===== src/rtl/core/shamd_pkg.sv =====
`default_nettype none

package shamd_pkg;

    // Kind of a request after classification by the front end
    typedef enum logic [1:0] {
        ITEM_BYTE,
        ITEM_BYTE_END,
        ITEM_END
    } item_kind_t;

    typedef struct packed {
        item_kind_t  kind;
        logic [7:0]  data;
    } item_t;

    // Front end to queue
    typedef struct packed {
        logic   push;
        item_t  item;
    } q_push_t;

    // Queue head to back end
    typedef struct packed {
        logic   valid;
        item_t  item;
    } q_head_t;

    typedef enum logic [2:0] {
        ST_IDLE,
        ST_PAD,
        ST_COMP,
        ST_ADD,
        ST_OUT
    } back_state_t;

    typedef enum logic [1:0] {
        PAD_MARK,
        PAD_ZERO,
        PAD_LEN
    } pad_stage_t;

    localparam logic [7:0] PAD_MARK_BYTE = 8'h80;
    localparam logic [5:0] LEN_FIELD_POS = 6'd56;
    localparam logic [5:0] BLOCK_LAST_POS = 6'd63;
    localparam logic [5:0] ROUND_LAST = 6'd63;

    localparam logic [31:0] INIT_HASH [8] = '{
        32'h6a09e667, 32'hbb67ae85, 32'h3c6ef372, 32'ha54ff53a,
        32'h510e527f, 32'h9b05688c, 32'h1f83d9ab, 32'h5be0cd19
    };

    localparam logic [31:0] ROUND_K [64] = '{
        32'h428a2f98, 32'h71374491, 32'hb5c0fbcf, 32'he9b5dba5,
        32'h3956c25b, 32'h59f111f1, 32'h923f82a4, 32'hab1c5ed5,
        32'hd807aa98, 32'h12835b01, 32'h243185be, 32'h550c7dc3,
        32'h72be5d74, 32'h80deb1fe, 32'h9bdc06a7, 32'hc19bf174,
        32'he49b69c1, 32'hefbe4786, 32'h0fc19dc6, 32'h240ca1cc,
        32'h2de92c6f, 32'h4a7484aa, 32'h5cb0a9dc, 32'h76f988da,
        32'h983e5152, 32'ha831c66d, 32'hb00327c8, 32'hbf597fc7,
        32'hc6e00bf3, 32'hd5a79147, 32'h06ca6351, 32'h14292967,
        32'h27b70a85, 32'h2e1b2138, 32'h4d2c6dfc, 32'h53380d13,
        32'h650a7354, 32'h766a0abb, 32'h81c2c92e, 32'h92722c85,
        32'ha2bfe8a1, 32'ha81a664b, 32'hc24b8b70, 32'hc76c51a3,
        32'hd192e819, 32'hd6990624, 32'hf40e3585, 32'h106aa070,
        32'h19a4c116, 32'h1e376c08, 32'h2748774c, 32'h34b0bcb5,
        32'h391c0cb3, 32'h4ed8aa4a, 32'h5b9cca4f, 32'h682e6ff3,
        32'h748f82ee, 32'h78a5636f, 32'h84c87814, 32'h8cc70208,
        32'h90befffa, 32'ha4506ceb, 32'hbef9a3f7, 32'hc67178f2
    };

endpackage

`default_nettype wire


===== src/rtl/core/shamd_front.sv =====
`default_nettype none

module shamd_front (
    input  wire logic              s_valid,
    output logic                   s_ready,
    input  wire logic [7:0]        s_data_byte,
    input  wire logic              s_byte_present,
    input  wire logic              s_end_of_message,
    input  wire logic              q_full,
    output shamd_pkg::q_push_t     q_push
);

    // Take requests whenever the queue has room
    assign s_ready = !q_full;

    // Requests with neither byte nor end do nothing and are dropped here
    always_comb begin
        q_push.push      = s_valid && !q_full && (s_byte_present || s_end_of_message);
        q_push.item.data = s_data_byte;
        priority if (s_byte_present && s_end_of_message) begin
            q_push.item.kind = shamd_pkg::ITEM_BYTE_END;
        end else if (s_byte_present) begin
            q_push.item.kind = shamd_pkg::ITEM_BYTE;
        end else begin
            q_push.item.kind = shamd_pkg::ITEM_END;
        end
    end

endmodule

`default_nettype wire


===== src/rtl/core/shamd_queue.sv =====
`default_nettype none

module shamd_queue #(
    parameter int DEPTH = 4
) (
    input  wire logic               aclk,
    input  wire logic               aresetn,
    input  wire shamd_pkg::q_push_t q_push,
    input  wire logic               q_pop,
    output logic                    q_full,
    output shamd_pkg::q_head_t      q_head
);

    localparam int AW = (DEPTH > 1) ? $clog2(DEPTH) : 1;
    localparam int CW = $clog2(DEPTH + 1);
    localparam logic [AW-1:0] PTR_LAST = AW'(DEPTH - 1);
    localparam logic [CW-1:0] COUNT_FULL = CW'(DEPTH);

    shamd_pkg::item_t mem_reg [DEPTH];
    logic [AW-1:0]    wr_ptr_reg, wr_ptr_next;
    logic [AW-1:0]    rd_ptr_reg, rd_ptr_next;
    logic [CW-1:0]    count_reg, count_next;
    logic             do_push;
    logic             do_pop;

    assign q_full       = (count_reg == COUNT_FULL);
    assign q_head.valid = (count_reg != '0);
    assign q_head.item  = mem_reg[rd_ptr_reg];

    assign do_push = q_push.push && !q_full;
    assign do_pop  = q_pop && q_head.valid;

    // Pointer and occupancy update
    always_comb begin
        wr_ptr_next = wr_ptr_reg;
        rd_ptr_next = rd_ptr_reg;
        count_next  = count_reg;
        if (do_push) begin
            wr_ptr_next = (wr_ptr_reg == PTR_LAST) ? '0 : wr_ptr_reg + 1'b1;
        end
        if (do_pop) begin
            rd_ptr_next = (rd_ptr_reg == PTR_LAST) ? '0 : rd_ptr_reg + 1'b1;
        end
        unique case ({do_push, do_pop})
            2'b10:   count_next = count_reg + 1'b1;
            2'b01:   count_next = count_reg - 1'b1;
            default: count_next = count_reg;
        endcase
    end

    always_ff @(posedge aclk) begin
        if (!aresetn) begin
            wr_ptr_reg <= '0;
            rd_ptr_reg <= '0;
            count_reg  <= '0;
        end else begin
            wr_ptr_reg <= wr_ptr_next;
            rd_ptr_reg <= rd_ptr_next;
            count_reg  <= count_next;
        end
    end

    // Storage
    always_ff @(posedge aclk) begin
        if (do_push) begin
            mem_reg[wr_ptr_reg] <= q_push.item;
        end
    end

endmodule

`default_nettype wire


===== src/rtl/core/shamd_back.sv =====
`default_nettype none

module shamd_back (
    input  wire logic               aclk,
    input  wire logic               aresetn,
    input  wire shamd_pkg::q_head_t q_head,
    output logic                    q_pop,
    output logic                    m_valid,
    input  wire logic               m_ready,
    output logic [31:0]             m_digest_word,
    output logic [2:0]              m_word_index,
    output logic                    m_last_word
);

    function automatic logic [31:0] big_sigma0(input logic [31:0] x);
        return {x[1:0], x[31:2]} ^ {x[12:0], x[31:13]} ^ {x[21:0], x[31:22]};
    endfunction

    function automatic logic [31:0] big_sigma1(input logic [31:0] x);
        return {x[5:0], x[31:6]} ^ {x[10:0], x[31:11]} ^ {x[24:0], x[31:25]};
    endfunction

    function automatic logic [31:0] small_sigma0(input logic [31:0] x);
        return {x[6:0], x[31:7]} ^ {x[17:0], x[31:18]} ^ {3'b000, x[31:3]};
    endfunction

    function automatic logic [31:0] small_sigma1(input logic [31:0] x);
        return {x[16:0], x[31:17]} ^ {x[18:0], x[31:19]} ^ {10'b0, x[31:10]};
    endfunction

    shamd_pkg::back_state_t state_reg, state_next;
    shamd_pkg::pad_stage_t  pad_stage_reg, pad_stage_next;
    logic        pad_active_reg, pad_active_next;
    logic        final_reg, final_next;
    logic [5:0]  pos_reg, pos_next;
    logic [5:0]  round_reg, round_next;
    logic [2:0]  out_idx_reg, out_idx_next;
    logic [2:0]  len_cnt_reg, len_cnt_next;
    logic [60:0] len_reg, len_next;
    logic [63:0] len_bits_reg, len_bits_next;
    logic [23:0] word_reg, word_next;
    logic [31:0] win_reg [16];
    logic [31:0] win_next [16];
    logic [31:0] v_reg [8];
    logic [31:0] v_next [8];
    logic [31:0] chain_reg [8];
    logic [31:0] chain_next [8];

    // Control decoded from the state
    logic        wr_en;
    logic [7:0]  wr_byte;
    logic        count_byte;
    logic        take_end;
    logic        pad_shift;
    logic        wr_last;
    logic        out_done;
    logic [60:0] len_after;

    // Round datapath
    logic [31:0] t1;
    logic [31:0] t2;
    logic [31:0] ch;
    logic [31:0] maj;
    logic [31:0] w_new;

    // Outputs of the sequencer
    always_comb begin
        q_pop      = 1'b0;
        wr_en      = 1'b0;
        wr_byte    = 8'h00;
        count_byte = 1'b0;
        take_end   = 1'b0;
        pad_shift  = 1'b0;
        m_valid    = 1'b0;
        unique case (state_reg)
            shamd_pkg::ST_IDLE: begin
                if (q_head.valid) begin
                    q_pop = 1'b1;
                    unique case (q_head.item.kind)
                        shamd_pkg::ITEM_BYTE: begin
                            wr_en      = 1'b1;
                            wr_byte    = q_head.item.data;
                            count_byte = 1'b1;
                        end
                        shamd_pkg::ITEM_BYTE_END: begin
                            wr_en      = 1'b1;
                            wr_byte    = q_head.item.data;
                            count_byte = 1'b1;
                            take_end   = 1'b1;
                        end
                        shamd_pkg::ITEM_END: begin
                            take_end = 1'b1;
                        end
                        default: begin
                        end
                    endcase
                end
            end
            shamd_pkg::ST_PAD: begin
                unique case (pad_stage_reg)
                    shamd_pkg::PAD_MARK: begin
                        wr_en   = 1'b1;
                        wr_byte = shamd_pkg::PAD_MARK_BYTE;
                    end
                    shamd_pkg::PAD_ZERO: begin
                        wr_en = (pos_reg != shamd_pkg::LEN_FIELD_POS);
                    end
                    shamd_pkg::PAD_LEN: begin
                        wr_en     = 1'b1;
                        wr_byte   = len_bits_reg[63:56];
                        pad_shift = 1'b1;
                    end
                    default: begin
                    end
                endcase
            end
            shamd_pkg::ST_OUT: begin
                m_valid = 1'b1;
            end
            default: begin
            end
        endcase
    end

    assign wr_last  = wr_en && (pos_reg == shamd_pkg::BLOCK_LAST_POS);
    assign out_done = m_valid && m_ready && m_last_word;

    // Next state
    always_comb begin
        state_next = state_reg;
        unique case (state_reg)
            shamd_pkg::ST_IDLE: begin
                if (wr_last) begin
                    state_next = shamd_pkg::ST_COMP;
                end else if (take_end) begin
                    state_next = shamd_pkg::ST_PAD;
                end
            end
            shamd_pkg::ST_PAD: begin
                if (wr_last) begin
                    state_next = shamd_pkg::ST_COMP;
                end
            end
            shamd_pkg::ST_COMP: begin
                if (round_reg == shamd_pkg::ROUND_LAST) begin
                    state_next = shamd_pkg::ST_ADD;
                end
            end
            shamd_pkg::ST_ADD: begin
                priority if (final_reg) begin
                    state_next = shamd_pkg::ST_OUT;
                end else if (pad_active_reg) begin
                    state_next = shamd_pkg::ST_PAD;
                end else begin
                    state_next = shamd_pkg::ST_IDLE;
                end
            end
            shamd_pkg::ST_OUT: begin
                if (out_done) begin
                    state_next = shamd_pkg::ST_IDLE;
                end
            end
            default: state_next = shamd_pkg::ST_IDLE;
        endcase
    end

    // Padding progress, message length and output index
    assign len_after = count_byte ? len_reg + 61'd1 : len_reg;

    always_comb begin
        pad_stage_next  = pad_stage_reg;
        pad_active_next = pad_active_reg;
        final_next      = final_reg;
        len_cnt_next    = len_cnt_reg;
        out_idx_next    = out_idx_reg;
        len_next        = len_after;
        len_bits_next   = len_bits_reg;
        if (take_end) begin
            pad_active_next = 1'b1;
            len_next        = '0;
            len_bits_next   = {len_after, 3'b000};
        end
        if (state_reg == shamd_pkg::ST_PAD) begin
            if (pad_stage_reg == shamd_pkg::PAD_MARK) begin
                pad_stage_next = shamd_pkg::PAD_ZERO;
            end
            if (pad_stage_reg == shamd_pkg::PAD_ZERO && !wr_en) begin
                pad_stage_next = shamd_pkg::PAD_LEN;
            end
        end
        if (pad_shift) begin
            len_bits_next = {len_bits_reg[55:0], 8'h00};
            len_cnt_next  = len_cnt_reg + 1'b1;
            if (len_cnt_reg == 3'd7) begin
                final_next = 1'b1;
            end
        end
        if (m_valid && m_ready) begin
            out_idx_next = out_idx_reg + 1'b1;
        end
        if (out_done) begin
            pad_stage_next  = shamd_pkg::PAD_MARK;
            pad_active_next = 1'b0;
            final_next      = 1'b0;
            len_cnt_next    = '0;
        end
    end

    // One compression round and the next schedule word
    always_comb begin
        ch    = (v_reg[4] & v_reg[5]) ^ (~v_reg[4] & v_reg[6]);
        maj   = (v_reg[0] & v_reg[1]) ^ (v_reg[0] & v_reg[2]) ^ (v_reg[1] & v_reg[2]);
        t1    = v_reg[7] + big_sigma1(v_reg[4]) + ch + shamd_pkg::ROUND_K[round_reg]
                + win_reg[0];
        t2    = big_sigma0(v_reg[0]) + maj;
        w_new = small_sigma1(win_reg[14]) + win_reg[9] + small_sigma0(win_reg[1])
                + win_reg[0];
    end

    // Block buffer, working variables and chaining words
    always_comb begin
        pos_next   = pos_reg;
        round_next = round_reg;
        word_next  = word_reg;
        win_next   = win_reg;
        v_next     = v_reg;
        chain_next = chain_reg;

        // byte insert: words enter the schedule window as they complete
        if (wr_en) begin
            pos_next  = pos_reg + 1'b1;
            word_next = {word_reg[15:0], wr_byte};
            if (pos_reg[1:0] == 2'b11) begin
                for (int j = 0; j < 15; j++) begin
                    win_next[j] = win_reg[j + 1];
                end
                win_next[15] = {word_reg, wr_byte};
            end
        end

        // block full: load working variables
        if (wr_last) begin
            round_next = '0;
            v_next     = chain_reg;
        end

        if (state_reg == shamd_pkg::ST_COMP) begin
            round_next = round_reg + 1'b1;
            for (int j = 0; j < 15; j++) begin
                win_next[j] = win_reg[j + 1];
            end
            win_next[15] = w_new;
            v_next[7] = v_reg[6];
            v_next[6] = v_reg[5];
            v_next[5] = v_reg[4];
            v_next[4] = v_reg[3] + t1;
            v_next[3] = v_reg[2];
            v_next[2] = v_reg[1];
            v_next[1] = v_reg[0];
            v_next[0] = t1 + t2;
        end

        if (state_reg == shamd_pkg::ST_ADD) begin
            for (int j = 0; j < 8; j++) begin
                chain_next[j] = chain_reg[j] + v_reg[j];
            end
        end

        if (out_done) begin
            chain_next = shamd_pkg::INIT_HASH;
        end
    end

    // Control registers
    always_ff @(posedge aclk) begin
        if (!aresetn) begin
            state_reg      <= shamd_pkg::ST_IDLE;
            pad_stage_reg  <= shamd_pkg::PAD_MARK;
            pad_active_reg <= 1'b0;
            final_reg      <= 1'b0;
            pos_reg        <= '0;
            round_reg      <= '0;
            out_idx_reg    <= '0;
            len_cnt_reg    <= '0;
            len_reg        <= '0;
            chain_reg      <= shamd_pkg::INIT_HASH;
        end else begin
            state_reg      <= state_next;
            pad_stage_reg  <= pad_stage_next;
            pad_active_reg <= pad_active_next;
            final_reg      <= final_next;
            pos_reg        <= pos_next;
            round_reg      <= round_next;
            out_idx_reg    <= out_idx_next;
            len_cnt_reg    <= len_cnt_next;
            len_reg        <= len_next;
            chain_reg      <= chain_next;
        end
    end

    // Payload registers
    always_ff @(posedge aclk) begin
        len_bits_reg <= len_bits_next;
        word_reg     <= word_next;
        win_reg      <= win_next;
        v_reg        <= v_next;
    end

    assign m_digest_word = chain_reg[out_idx_reg];
    assign m_word_index  = out_idx_reg;
    assign m_last_word   = (out_idx_reg == 3'd7);

    // A pop is only issued against a valid queue head
    assert property (@(posedge aclk) disable iff (!aresetn)
        q_pop |-> q_head.valid)
        else $error("pop from empty queue");

    // The add step only follows the last round
    assert property (@(posedge aclk) disable iff (!aresetn)
        (state_reg == shamd_pkg::ST_ADD) |-> ($past(round_reg) == shamd_pkg::ROUND_LAST))
        else $error("chain update before round 63");

    // Length bytes always land in the last eight block positions
    assert property (@(posedge aclk) disable iff (!aresetn)
        (state_reg == shamd_pkg::ST_PAD && pad_stage_reg == shamd_pkg::PAD_LEN)
        |-> (pos_reg[5:3] == 3'b111))
        else $error("length field misaligned");

    // Chaining words return to the initial values after a digest
    assert property (@(posedge aclk) disable iff (!aresetn)
        out_done |=> (chain_reg[0] == shamd_pkg::INIT_HASH[0] && out_idx_reg == 3'd0))
        else $error("chain not reinitialized after digest");

endmodule

`default_nettype wire


===== src/rtl/core/sha256_message_digest.sv =====
`default_nettype none
// SHA-256 streaming hash, one message byte per input request.
// Input channel s_*: each request holds s_data_byte, s_byte_present and
// s_end_of_message. A request with neither byte nor end is dropped. A request
// with only the end flag closes the message (hashing an empty message works).
// Requests go into a queue of QUEUE_DEPTH entries; s_ready is low only when
// it is full, so the sender keeps going while a digest waits on m_*.
// The back end takes one byte per cycle while idle, and each time a 64-byte
// block fills it runs 64 rounds and one chain add before taking more bytes.
// At the end of a message the padding is fed one byte a cycle, with one or
// two more block compressions, then the eight digest
// words come out on m_*, word_index 0 first, last_word on word 7, one per
// cycle while m_ready is high. A stalled m_ready holds the current word;
// the back end waits, input requests keep queueing until the queue fills.
// Synchronous active-low reset empties the queue, loads the initial hash
// values and clears the byte count; no clearing pass is needed.
module sha256_message_digest #(
    parameter int QUEUE_DEPTH = 4
) (
    input  wire logic        aclk,
    input  wire logic        aresetn,
    input  wire logic        s_valid,
    output logic             s_ready,
    input  wire logic [7:0]  s_data_byte,
    input  wire logic        s_byte_present,
    input  wire logic        s_end_of_message,
    output logic             m_valid,
    input  wire logic        m_ready,
    output logic [31:0]      m_digest_word,
    output logic [2:0]       m_word_index,
    output logic             m_last_word
);

    shamd_pkg::q_push_t q_push;
    shamd_pkg::q_head_t q_head;
    logic               q_full;
    logic               q_pop;

    shamd_front u_front (
        .s_valid          (s_valid),
        .s_ready          (s_ready),
        .s_data_byte      (s_data_byte),
        .s_byte_present   (s_byte_present),
        .s_end_of_message (s_end_of_message),
        .q_full           (q_full),
        .q_push           (q_push)
    );

    shamd_queue #(
        .DEPTH (QUEUE_DEPTH)
    ) u_queue (
        .aclk    (aclk),
        .aresetn (aresetn),
        .q_push  (q_push),
        .q_pop   (q_pop),
        .q_full  (q_full),
        .q_head  (q_head)
    );

    shamd_back u_back (
        .aclk          (aclk),
        .aresetn       (aresetn),
        .q_head        (q_head),
        .q_pop         (q_pop),
        .m_valid       (m_valid),
        .m_ready       (m_ready),
        .m_digest_word (m_digest_word),
        .m_word_index  (m_word_index),
        .m_last_word   (m_last_word)
    );

endmodule

`default_nettype wire

===== config.mk =====
export PLATFORM = sky130hd
export DESIGN_NAME = sha256_message_digest
export DESIGN_NICKNAME = d
export VERILOG_FILES = /design/src/rtl/core/shamd_pkg.sv /design/src/rtl/core/shamd_front.sv /design/src/rtl/core/shamd_queue.sv /design/src/rtl/core/shamd_back.sv /design/src/rtl/core/sha256_message_digest.sv
export SDC_FILE = /design/constraint.sdc
export NUM_CORES = 2
export LEC_CHECK = 0
export BUFFER_PORTS_ARGS = -buffer_cell sky130_fd_sc_hd__buf_2
export CORE_MARGIN = 10
export CORE_UTILIZATION = 40
export CTS_BUF_LIST = sky130_fd_sc_hd__clkbuf_4 sky130_fd_sc_hd__clkbuf_8
export DETAILED_ROUTE_END_ITERATION = 8
export PLACE_DENSITY_LB_ADDON = 0.1
export REMOVE_ABC_BUFFERS = 1
export SLEW_MARGIN = 20
export SYNTH_ARGS = -nofsm -noshare
export SYNTH_HDL_FRONTEND = slang
export SYNTH_SLANG_ARGS = --single-unit

===== constraint.sdc =====
create_clock -name aclk -period 19.6 [get_ports aclk]
set_input_delay 2.94 -clock aclk [delete_from_list [all_inputs] [get_ports aclk]]
set_output_delay 2.94 -clock aclk [all_outputs]
set_load 0.02 [all_outputs]

==> run metrics <==
status finished clean; flops & latches, synth about 1200; Die Ht ~450 um; met1 Usage GRT between 30% and 40%; Post-synth EDFFs slightly below 900; die area between 0.2 and 0.25 sq mm; final cycle utilization of the critical path between 50% and 60%; initial DRC count 5277; largest net degree at the start of global routing around 160; final hold vios 0; most used cell, CP a21oi_1; unrepaired setup endpoints after global routing no; Clock Tree Root clkbuf_8; Worst Hold End u_back.win_reg[394]; Top Usage Layer GRT met1; post-route minimum period between 10000 and 15000 ps; global-route wire length before repair 360000 um; Slew HR 12.7%; TritonCTS clock tree built; CTS Buffer Depth 3; maximum vdd drop between 0.07 and 0.08 mV; Netlist cell types 107; nets@finish 7741; slowest CP cell ha_1; Layout area overhead 10.1%; setup repair bufs after CTS 0; vias in the first global route between 50000 and 60000; total global-route track usage a little under a quarter; worst skew pair latency between 900 and 1000 ps; synthesized area per cell between 10 and 15 sq um; Filler cells 17550; fmax about 0.093 GHz; post-synthesis sequential area ratio between 40% and 50%; post-DR wirelength/cell ~25 um; Cell Area, Synth roughly 0.074 sq mm; min-delay src u_back.win_reg[362]; crit path kind flip-flop to flip-flop; total global routing overflow 0; critical path required time 20310 ps; Reg2Reg Depth 35; Initial Util approximately two fifths; io pins 52; Syn. warnings 0; Die Span X around 450 um; max reg flops ~510; DRT antenna net count 0; Post-Synth Simple-Gate Area between 10% and 20%; Post-CTS Resized 0; reg2reg end u_back.v_reg[255]; footprint of the multi-input gates 0.0375 sq mm; Detailed Place HPWL 181000 um; Adder-Cell Fraction of Synth Area between 10% and 20%; htree depth 4; initial antenna violation count 11; PortBufs 51; Synth Area in Compound Gates about 14%; CTS buffer count 220; xor/xnor share of the synthesized area around 7.1%; Critical Path Start u_back.round_reg[0]; core footprint 0.183 sq mm; layout cell share with drive strength beyond 1 roughly a tenth; FFs w/ async S/R, synth 0%; CP startpoint kind flip-flop; Pre-antenna DRT Iters 7; Lkg Pwr between 30 and 40 nW; predominant post-synthesis flop cell edfxtp_1; residual DRC count 0; Hold Path Class flip-flop to flip-flop; max cap viols 0; Mapped Cells just over 7000; main combinational cell family by area after synthesis compound AO/OA/AOI/OAI gates; via count between 50000 and 60000; Storage cell area 0.0338 sq mm; grt met3 use 4.18%; critical path peak fanout 29; Setup crit end kind flip-flop; Total Wirelength approximately 250000 um; measured slew at the worst slew-check pin around 1300 ps; WHS Path Cells 0; setup TNS 0 ps; Crit path arrival time between 10000 and 15000 ps; Setup Skew 62.9 ps; flop-to-flop setup slack a little under 9000 ps; Worst R2R Start u_back.round_reg[0]; Reg clk slew, reported paths around 60 ps; post-synthesis mux area share ~3.7%; Slew Viols, Final 0; Design Power about 0.006 W; num rows between 150 and 200; clk sinks around 1200; biggest cell delay along the critical path 1180 ps; pwr/cell area approximately 74 mW/mm^2; CTS Hold Bufs 0; Placer Congestion ~0.93; GRT met2 Usage a little over a third; Setup-failing EPs final 0; vias per std cell 5.64
-- cell usage after synthesis, drive strengths merged, types with 26 or more instances --
library cell	number	share of area, %
a211oi	76	0.80
a21o	148	1.5
a21oi	456	3.1
a31oi	51	0.43
and2	30	0.26
and3	45	0.38
buf	35	0.19
clkbuf	297	1.5
dfxtp	356	9.7
edfxtp	888	36
fa	196	5.3
ha	409	7.0
inv	275	1.4
maj3	26	0.35
mux2	59	0.90
mux4	80	2.5
nand2	1217	6.2
nand2b	45	0.38
nand3	125	0.85
nand4	33	0.28
nor2	369	1.9
nor2b	62	0.54
nor3	107	0.74
o211ai	104	1.1
o21a	61	0.62
o21ai	469	3.2
o21bai	55	0.56
o31ai	41	0.43
or3	43	0.37
xnor2	400	4.8
xor2	198	2.4
-- critical path: cells and delay by family, from the launching register on --
family	cells	cell delay, ps
buffers and inverters	4	1040
adder cells (fa/ha/maj)	7	3850
AND/OR/NAND/NOR	3	900
flip-flops	1	300
AO/OA/AOI/OAI	18	3700
XOR/XNOR	3	670
-- layer usage --
metal | routed length, um | vias to the layer above
met4 | 6440 | 10
met2 | 105000 | 1718
li1 | - | 25644
met5 | 73 | -
met3 | 15500 | 347
met1 | 118000 | 27440
-- cells in the final DEF (no fill, tap or decap), drive strengths merged, types with 55 or more instances in the layout --
cell / n
inv: 283
a21o: 148
edfxtp: 888
nand2: 1217
mux2: 59
nand3: 125
buf: 129
mux4: 80
nor2b: 62
o21bai: 55
fa: 196
ha: 409
a211oi: 76
o211ai: 104
nor2: 369
xnor2: 400
a21oi: 456
o21ai: 469
nor3: 107
xor2: 198
clkinv: 67
o21a: 61
dfxtp: 356
clkbuf: 330
-- cell type report --
class / count / area share [%]
tap: 2464 / 3.81
clock buffer: 330 / 4.92
clock inverter: 83 / 0.784
antenna: 9 / 0.0278
timing repair buffer: 129 / 1.09
inverter: 277 / 1.28
multi-input combinational: 5250 / 46.3
sequential: 1244 / 41.8
-- power breakdown --
group          switching [W]  leakage, nW  internal, W
sequential         0.0000533         11.3      0.00294
combinational       0.000296         18.2     0.000138
clock                0.00116         2.45      0.00137
total                0.00151         31.9      0.00445
-- stage by stage --
step	util [%]	area (sq um)	setup slack (ps)	hold slack, ps	std cells
after floorplan	-	72300	-9720	400	6771
after global placement	41.7	76300	8960	400	9363
after detailed placement	41.7	76300	8980	405	9363
after CTS	44.2	80900	8990	384	9776
after global routing	44.2	80900	8330	382	9782
final	44.3	80900	8850	397	9786
-- how the worst max path moves through the flow --
stage                             end  slack, ps  cells past startpoint
global route        u_back.v_reg[255]       8330                     35
finish              u_back.v_reg[255]       8850                     35
global placement    u_back.v_reg[255]       8960                     35
floorplan           u_back.win_reg[0]      -9720                      3
detailed placement  u_back.v_reg[255]       8980                     35
CTS                 u_back.v_reg[255]       8990                     35
-- kinds of logic after synthesis --
family                   after synthesis
flip-flops                          1244
AO/OA/AOI/OAI                       1684
AND/OR/NAND/NOR                     2175
adder cells (fa/ha/maj)              631
XOR/XNOR                             598
multiplexers                         162
buffers and inverters                609
Power figures use the tool's default switching activity.
